### src/rtl/spdc_pkg.sv
// ----------------------------------------------------------------------------
// spdc_pkg: shared types and constants
// command letters, parser modes, sequencer states and the parser event
// ----------------------------------------------------------------------------
package spdc_pkg;

	// default screen size
	localparam int FB_WIDTH_DEF  = 384;
	localparam int FB_HEIGHT_DEF = 341;

	// coordinate and number widths fixed by the interface
	localparam int COORD_W = 9;
	localparam int NUM_W   = 16;
	localparam int PIX_W   = 8;

	localparam logic [NUM_W-1:0] NUM_MAX    = 16'hFFFF;
	localparam logic [PIX_W-1:0] COLOUR_RST = 8'hFF;

	// command characters
	localparam logic [7:0] CH_0 = 8'h30;
	localparam logic [7:0] CH_9 = 8'h39;
	localparam logic [7:0] CH_Z = 8'h5A;
	localparam logic [7:0] CH_C = 8'h43;
	localparam logic [7:0] CH_U = 8'h55;
	localparam logic [7:0] CH_D = 8'h44;
	localparam logic [7:0] CH_L = 8'h4C;
	localparam logic [7:0] CH_R = 8'h52;

	typedef enum logic [2:0] {
		MODE_IDLE,
		MODE_RED,
		MODE_GREEN,
		MODE_BLUE,
		MODE_COUNT
	} mode_t;

	typedef enum logic [1:0] {
		DIR_UP,
		DIR_DOWN,
		DIR_LEFT,
		DIR_RIGHT
	} dir_t;

	typedef enum logic [2:0] {
		SQ_CLEAR,
		SQ_IDLE,
		SQ_MOVE,
		SQ_RD_ADDR,
		SQ_RD_DATA,
		SQ_EMIT
	} seq_state_t;

	// what one received byte asks of the sequencer
	typedef struct packed {
		logic             clear;
		logic             move;
		dir_t             dir;
		logic [NUM_W-1:0] steps;
	} parse_evt_t;

endpackage

### src/rtl/spdc_parse.sv
// ----------------------------------------------------------------------------
// spdc_parse: command byte parser
// decimal accumulation, colour registers and move/clear requests
// ----------------------------------------------------------------------------
module spdc_parse (
	input  logic                       clk,
	input  logic                       arst_n,
	input  logic                       take,
	input  logic [7:0]                 rx_byte,
	output spdc_pkg::parse_evt_t       evt,
	output logic [spdc_pkg::PIX_W-1:0] colour
);
	import spdc_pkg::*;

	mode_t              mode_q, mode_d;
	dir_t               dir_q, dir_d;
	logic [NUM_W-1:0]   acc_q, acc_d;
	logic               seen_q, seen_d;
	logic [PIX_W-1:0]   colour_q, colour_d;
	logic               is_digit;
	logic [NUM_W+3:0]   acc_next;

	assign is_digit = (rx_byte >= CH_0) && (rx_byte <= CH_9);
	// acc * 10 + digit, saturating
	assign acc_next = (NUM_W+4)'(acc_q) * (NUM_W+4)'(10) + (NUM_W+4)'(rx_byte[3:0]);

	always_comb begin
		mode_d      = mode_q;
		dir_d       = dir_q;
		acc_d       = acc_q;
		seen_d      = seen_q;
		colour_d    = colour_q;
		evt         = '0;
		evt.dir     = dir_q;
		evt.steps   = acc_q;
		if (take) begin
			if (mode_q != MODE_IDLE) begin
				if (is_digit) begin
					acc_d  = (acc_next > (NUM_W+4)'(NUM_MAX)) ? NUM_MAX : acc_next[NUM_W-1:0];
					seen_d = 1'b1;
				end else if (seen_q) begin
					acc_d  = '0;
					seen_d = 1'b0;
					unique case (mode_q)
						MODE_RED: begin
							colour_d[7:5] = acc_q[3:1];
							mode_d        = MODE_GREEN;
						end
						MODE_GREEN: begin
							colour_d[4:2] = acc_q[3:1];
							mode_d        = MODE_BLUE;
						end
						MODE_BLUE: begin
							colour_d[1:0] = acc_q[3:2];
							mode_d        = MODE_IDLE;
						end
						default: begin
							mode_d   = MODE_IDLE;
							evt.move = 1'b1;
						end
					endcase
				end
			end else begin
				acc_d  = '0;
				seen_d = 1'b0;
				unique case (rx_byte)
					CH_Z: evt.clear = 1'b1;
					CH_C: mode_d = MODE_RED;
					CH_U: begin
						dir_d  = DIR_UP;
						mode_d = MODE_COUNT;
					end
					CH_D: begin
						dir_d  = DIR_DOWN;
						mode_d = MODE_COUNT;
					end
					CH_L: begin
						dir_d  = DIR_LEFT;
						mode_d = MODE_COUNT;
					end
					CH_R: begin
						dir_d  = DIR_RIGHT;
						mode_d = MODE_COUNT;
					end
					default: ;
				endcase
			end
		end
	end

	always_ff @(posedge clk or negedge arst_n) begin
		if (!arst_n) begin
			mode_q   <= MODE_IDLE;
			dir_q    <= DIR_UP;
			acc_q    <= '0;
			seen_q   <= 1'b0;
			colour_q <= COLOUR_RST;
		end else begin
			mode_q   <= mode_d;
			dir_q    <= dir_d;
			acc_q    <= acc_d;
			seen_q   <= seen_d;
			colour_q <= colour_d;
		end
	end

	assign colour = colour_q;

endmodule

### config.mk
export PLATFORM = sky130hd
export DESIGN_NAME = spdc_parse
export DESIGN_NICKNAME = d
export VERILOG_FILES = /design/src/rtl/spdc_pkg.sv /design/src/rtl/spdc_parse.sv
export SDC_FILE = /design/constraint.sdc
export NUM_CORES = 1
export LEC_CHECK = 0
export BUFFER_PORTS_ARGS = -buffer_cell sky130_fd_sc_hd__buf_2
export CORE_ASPECT_RATIO = 1.75
export CORE_MARGIN = 5
export CORE_UTILIZATION = 45
export CTS_CLUSTER_DIAMETER = 30
export DETAILED_ROUTE_END_ITERATION = 8
export GPL_ROUTABILITY_DRIVEN = 0
export PLACE_DENSITY = 0.64
export SYNTH_ARGS = -nofsm -noshare
export SYNTH_HDL_FRONTEND = slang
export SYNTH_SLANG_ARGS = --single-unit
### constraint.sdc
create_clock -name clk -period 4.8 [get_ports clk]
set_input_delay 0.48 -clock clk [delete_from_list [all_inputs] [get_ports clk]]
set_output_delay 0.48 -clock clk [all_outputs]
set_load 0.005 [all_outputs]
# Word level (Yosys, flattened, before mapping)
# Index checks and enable logic that the tools add are counted.
[totals] register_bits=30
[classes] eq_ne=12 addsub=1 n_mux=19 order_cmp=3 n_bitwise=2 reduce_logical=12 mul=1
[op_table] operator="2-to-1 mux 16 bit" n=4
[op_table] operator="equality test 8 x 7 -> 1 bit (second input constant)" n=6
[op_table] operator="adder 20 x 4 -> 20 bit" n=1
[op_table] operator="> comparator 20 x 16 -> 1 bit (second input constant)" n=1
[op_table] operator="multiplier 16 x 3 -> 19 bit (second input constant)" n=1
[op_table] operator="AND reduction 5 bit" n=3
[op_table] operator="2-to-1 mux 3 bit" n=3
[op_table] operator=">= comparator 8 x 6 -> 1 bit (second input constant)" n=1
[op_table] operator="less-or-equal comparator 8 x 6 -> 1 bit (second input constant)" n=1
[op_table] operator="2-to-1 mux 1 bit" n=8
[op_table] operator="case mux 2 bit (4 select lines)" n=1
[op_table] operator="equality test 3 x 2 -> 1 bit (second input constant)" n=2
[op_table] operator="case mux 3 bit (2 select lines)" n=1
[op_table] operator="nonzero test 3 bit" n=2
[op_table] operator="inequality test 2 bit (second input constant)" n=2
[op_table] operator="case mux 2 bit (2 select lines)" n=1
[op_table] operator="AND reduction 4 bit" n=1
[op_table] operator="nonzero test 4 bit" n=1
[op_table] operator="OR reduction 4 bit" n=1
[op_table] operator="equality test 3 x 1 -> 1 bit (second input constant)" n=1
[op_table] operator="inequality test 3 bit (second input constant)" n=1
[op_table] operator="AND reduction 3 bit" n=1
[op_table] operator="OR reduction 3 bit" n=1
[op_table] operator="2-to-1 mux 2 bit" n=1
[op_table] operator="3 further kinds" n=4

# Logic depth before layout (Yosys ltp)
[depth] word_depth=7 depth_mapped=13 ltp_nobuf=12

# Worst setup path before layout
# No wires, ideal clock.
[synth_path] kind="reg2reg" start="reg acc_q[1]" end="reg acc_q[15]" arrival_time_ps=3479 path_stages_with_launch=14 setup_ps=132 period_less_slack_ps=3610 t_required_ps=4668 setup_slack_ps=1190 n_path_buf=1 path_cell_list="dfrtp_1 -> ha_1 -> ha_1 -> inv_1 -> fa_1 -> nand2b_1 -> a21o_1 -> a21oi_1 -> nand3_4 -> or3_4 -> nor4_4 -> mux2i_2 -> buf_6 -> o211ai_2"
[synth_via] elab_chain_cells=6
[synth_lines] element="from (decl)" line="spdc_parse.sv:17" rtl="logic [NUM_W-1:0] acc_q, acc_d;"
[synth_lines] element="from (signal assigned)" line="spdc_parse.sv:95" rtl="acc_q <= '0;"
[synth_lines] element="from (signal assigned)" line="spdc_parse.sv:101" rtl="acc_q <= acc_d;"
[synth_lines] element="multiplier 16 x 3 -> 19 bit *" line="spdc_parse.sv:25" rtl="assign acc_next = (NUM_W+4)'(acc_q) * (NUM_W+4)'(10) + (NUM_W+4)'(rx_byte[3:0]);"
[synth_lines] element="adder 20 x 4 -> 20 bit *" line="spdc_parse.sv:25"
[synth_lines] element="> comparator 20 x 16 -> 1 bit" line="spdc_parse.sv:39" rtl="acc_d = (acc_next > (NUM_W+4)'(NUM_MAX)) ? NUM_MAX : acc_next[NUM_W-1:0];"
[synth_lines] element="2-to-1 mux 16 bit *" line="spdc_parse.sv:39"
[synth_lines] element="2-to-1 mux 16 bit *" line="spdc_parse.sv:38" rtl="if (is_digit) begin"
[synth_lines] element="2-to-1 mux 16 bit *" line="spdc_parse.sv:37" rtl="if (mode_q != MODE_IDLE) begin"
# Mark *: on every way between the ends. The rest lies on a longest branch, timed or not.
# A chain may end at the register's enable or synchronous reset.

# Final worst setup path
[layout_path] start="reg acc_q[1]" end="reg acc_q[10]"
# Same word-level chain as after synthesis.

==> results list <==
- Clock latency at the later pin of the worst-skew pair: 0.28 ns
* Filler Cell Count: 619
- Buffers from clock root to sink, at most: 2
- Total power per unit cell area: 298 nW/um^2
* Wire length of the first global-routing pass: 11.2 mm
- After routing, the total negative slack on setup checks comes to 0 ns.
- RSZ-0062 raised after global routing: no
- The min-delay analysis places its worst path in the category primary input to async pin.
* Net load switching power: 347 uW
* Total setup violations reported at the end of the flow: 0
- The net count of the finished layout is 378.
- Across the routed clock network, the largest skew measured is 0.00548 ns.
* H-tree level count: 2
- Clock tree synthesis found a total of 30 sinks.
* Overall die area: 7840 sq um
* Int Power: 573 uW
- The synthesized design contains 0 enable-type register cells.
- Library cell appearing most often on the critical path: sky130_fd_sc_hd__ha_1
- R2R cell count: 13
- Transition time at the pin with the least slew margin: 1.07 ns
- Clock period minus worst slack: 3.75 ns
- Starting utilization of the core area: 46.4%
- Count of vias placed by the detailed router: 2386
- The count of nets left with antenna violations once routing finished came out at 0.
- Pleak: 1.44 nW
- Average size of a mapped cell: 9.29 sq um
* Die Height: 113 microns
- For the worst setup path, the data required time is 4.95 ns.
- Traced cell by cell, the critical path runs through ha_1 -> ha_1 -> inv_1 -> fa_1 -> nand2b_1 -> a21oi_1 -> xor2_1 -> nand4_1 -> or3_4 -> nor4_4 -> mux2i_2 -> buf_4 -> o21ai_1.
- The worst register-to-register path has a setup slack of 1.05 ns.
- Headroom to the max-slew limit came out at 28.1%.
- Of the total power, registers draw 35.7%.
- Count of TritonRoute iterations in the first routing pass: 4
* Die W: 69.1 microns
- Worst path max stage delay: 0.46 ns
- Combinational power share: 41.3%
- Number of flip-flops and latches in the synthesized netlist: 30
- Biggest fanout along the worst timing path: 16
- Hold Vio Cnt, Final: 0
* Post-synthesis sequential area ratio: 27.7%
- Fraction of post-synthesis cell area in the top cell type by area: 20.0%
- Total I/O pin count: 39
* Ratio of final minimum period to clock period: 78.2%
- The number of antenna violations at the first check in global routing came to 0.
- DRC marker count from the first detailed-route iteration: 109
- Max Clk Rate: 266 MHz
- Routed WL per cell: 16.0 microns
- Clock tree synthesis inserted a total of 5 buffers.
- Clock-pin slew was measured on the worst setup and hold paths at 0.07 ns.
- Buffers added to address setup during post-CTS repair amount to 0.
- Result of the run: finished clean
- Post-synthesis instance area: 2750 sq um
- In the synthesized netlist the dominant register cell turns out to be sky130_fd_sc_hd__dfrtp_1.
* Via density per instance: 5.78
- The max-slew violation count was 0.
- On the critical path the largest part of the delay comes from simple AND/OR/NAND/NOR gates.
- The tool flagged a number of max-cap violations equal to 0.
- CTS Root Buffer Type: sky130_fd_sc_hd__clkbuf_8
- Area contributors post-synth: sky130_fd_sc_hd__dfrtp_1, sky130_fd_sc_hd__ha_1, sky130_fd_sc_hd__dfstp_2
* Final routed DRC violation total: 0
- The endpoint identified for the worst register-to-register timing path is acc_q[10].
- Once the clock tree was built, the resizer swapped 0 gates to a different size.
- The total area inside the core boundary comes to 5930 sq um.
* Switching share of total power: 37.7%
- Entering global routing, the biggest net connects 31 pins.
- After legalization and detailed placement, the total HPWL measured 5.29 mm.
* Type of element launching the critical path: flip-flop
- Syn. warnings: 0
- Share of async-settable or async-resettable flops after synthesis: 100%
* Crit path DAT: 3.90 ns
- Share of final-layout standard cells stronger than drive strength 1: 26.9%
- For this run the aggregate overflow at the end of global routing stands at 0.
- The repair_antennas step left the layout with diodes totalling 0.
- WS Path Type: flip-flop to flip-flop
- The count of buffers added on input and output ports is 38.
* Clk network pwr share: 23.0%
* Global-route usage over all layers: 17.5%
- The slowest stage of the critical path belongs to the cell sky130_fd_sc_hd__dfrtp_1.
- IR analysis of the VDD net gives a maximum drop of 0.133 mV.
* Number of instances in the synthesized netlist: 296
- Type of element capturing the critical path: flip-flop
- Library cell with the largest summed area after synthesis: sky130_fd_sc_hd__dfrtp_1
- Synth Net Count: 340
- The worst register-to-register path begins at acc_q[1].
- FP Rows: 37
* TritonCTS clock tree: done
- The netlist uses 65 different library cells.
* Cts hold-fix bufs: 0
- Power comes to 920 uW.
- The critical path runs through a total of 13 cells.
- For this block, the routed nets add up to 6.60 mm of wire.
- Bufs and invs on worst path: 2
* Vias in the first global route: 2404
- Layout Area Growth over Synthesis: 12.1%
[cell usage after synthesis, types with 6 or more instances]
| library cell | instances |
|---|---|
| sky130_fd_sc_hd__a21oi_1 | 13 |
| sky130_fd_sc_hd__o21ai_1 | 10 |
| sky130_fd_sc_hd__nand3_1 | 7 |
| sky130_fd_sc_hd__xnor2_1 | 9 |
| sky130_fd_sc_hd__nor3_1 | 12 |
| sky130_fd_sc_hd__inv_1 | 11 |
| sky130_fd_sc_hd__o21ai_0 | 9 |
| sky130_fd_sc_hd__a22oi_1 | 13 |
| sky130_fd_sc_hd__dfstp_2 | 8 |
| sky130_fd_sc_hd__ha_1 | 31 |
| sky130_fd_sc_hd__nor2_1 | 17 |
| sky130_fd_sc_hd__xor2_1 | 8 |
| sky130_fd_sc_hd__dfrtp_1 | 22 |
| sky130_fd_sc_hd__o21ai_2 | 9 |
| sky130_fd_sc_hd__mux2_2 | 9 |
| sky130_fd_sc_hd__nand2_1 | 24 |
| sky130_fd_sc_hd__a21o_1 | 6 |
[final cells by class]
type	instances	area, sq um	share of cell area, %
repair buffers	39	198	6.41
inverters	11	41.3	1.34
clock inverters	1	5.00	0.162
multi-input cells	247	1890	61.4
well taps	78	97.6	3.17
flip-flops and latches	30	761	24.7
clock buffers	7	86.3	2.80
[cells by family (layout without fill, tap and decap cells)]
logic type	count (synthesis)	in the layout	share of synthesized area, %
and+or+nand+nor	101	101	20.9
AOI/OAI and AO/OA	84	84	21.8
adders and majority gates	33	33	15.6
DFF	30	30	27.7
buffers and inverters	19	58	3.68
xor gates and xnor gates	17	17	5.41
muxes	12	12	4.91
[metrics by stage]
step | util (%) | worst slack, ns | std cells | instance area [sq um] | hold slack [ns]
3_3_place_gp | 50.5 | 1.17 | 405 | 2990 | 0.457
3_5_place_dp | 50.5 | 1.06 | 405 | 2990 | 0.473
2_1_floorplan | - | 1.19 | 296 | 2750 | 0.184
4_1_cts | 52.0 | 1.04 | 413 | 3080 | 0.234
5_1_grt | 52.0 | 0.768 | 413 | 3080 | 0.265
6_report | 52.0 | 1.05 | 413 | 3080 | 0.210
[cells in the final DEF (no fill, tap or decap), types with 7 or more instances in the layout]
cell type,n
sky130_fd_sc_hd__dfstp_2,8
sky130_fd_sc_hd__mux2_2,9
sky130_fd_sc_hd__a22oi_1,13
sky130_fd_sc_hd__o21ai_2,9
sky130_fd_sc_hd__nand2_1,24
sky130_fd_sc_hd__o21ai_1,10
sky130_fd_sc_hd__a21oi_1,13
sky130_fd_sc_hd__nor2_1,17
sky130_fd_sc_hd__xnor2_1,9
sky130_fd_sc_hd__dfrtp_1,22
sky130_fd_sc_hd__inv_1,11
sky130_fd_sc_hd__o21ai_0,9
sky130_fd_sc_hd__nor3_1,12
sky130_fd_sc_hd__nand3_1,7
sky130_fd_sc_hd__ha_1,31
sky130_fd_sc_hd__buf_2,38
sky130_fd_sc_hd__xor2_1,8
[per-layer routing]
| metal | global-route usage (%) | vias to the layer above | wire [microns] |
|---|---|---|---|
| met3 | 3.62 | 17 | 238 |
| li1 | - | 1180 | - |
| met5 | 0 | - | 0 |
| met1 | 17.3 | 1140 | 2530 |
| met4 | 10.0 | 0 | 216 |
| met2 | 33.2 | 49 | 3620 |
[how the worst max path moves through the flow]
| stage | startpoint | endpoint | slack (ns) |
|---|---|---|---|
| final | acc_q[1] | acc_q[10] | 1.05 |
| after global routing | acc_q[1] | acc_q[8] | 0.77 |
| after CTS | acc_q[1] | acc_q[10] | 1.04 |
| after detailed placement | acc_q[1] | acc_q[13] | 1.06 |
| after global placement | acc_q[1] | acc_q[15] | 1.17 |
| after floorplan | acc_q[1] | acc_q[15] | 1.19 |
[power groups by stage]
stage | sequential [mW] | clock (mW) | combinational (mW)
after floorplan | 0.323 | 0 | 0.288
after global placement | 0.332 | 0 | 0.376
after detailed placement | 0.333 | 0 | 0.384
after CTS | 0.329 | 0.219 | 0.384
after global routing | 0.334 | 0.232 | 0.425
final | 0.329 | 0.211 | 0.380
[state kept, by name (all words and copies together), names as in the netlist]
name	flops
dir_q	2
colour	8
acc_q	16
seen_q	1
mode_q	3
Note: power is estimated with default switching activity, not from simulation.
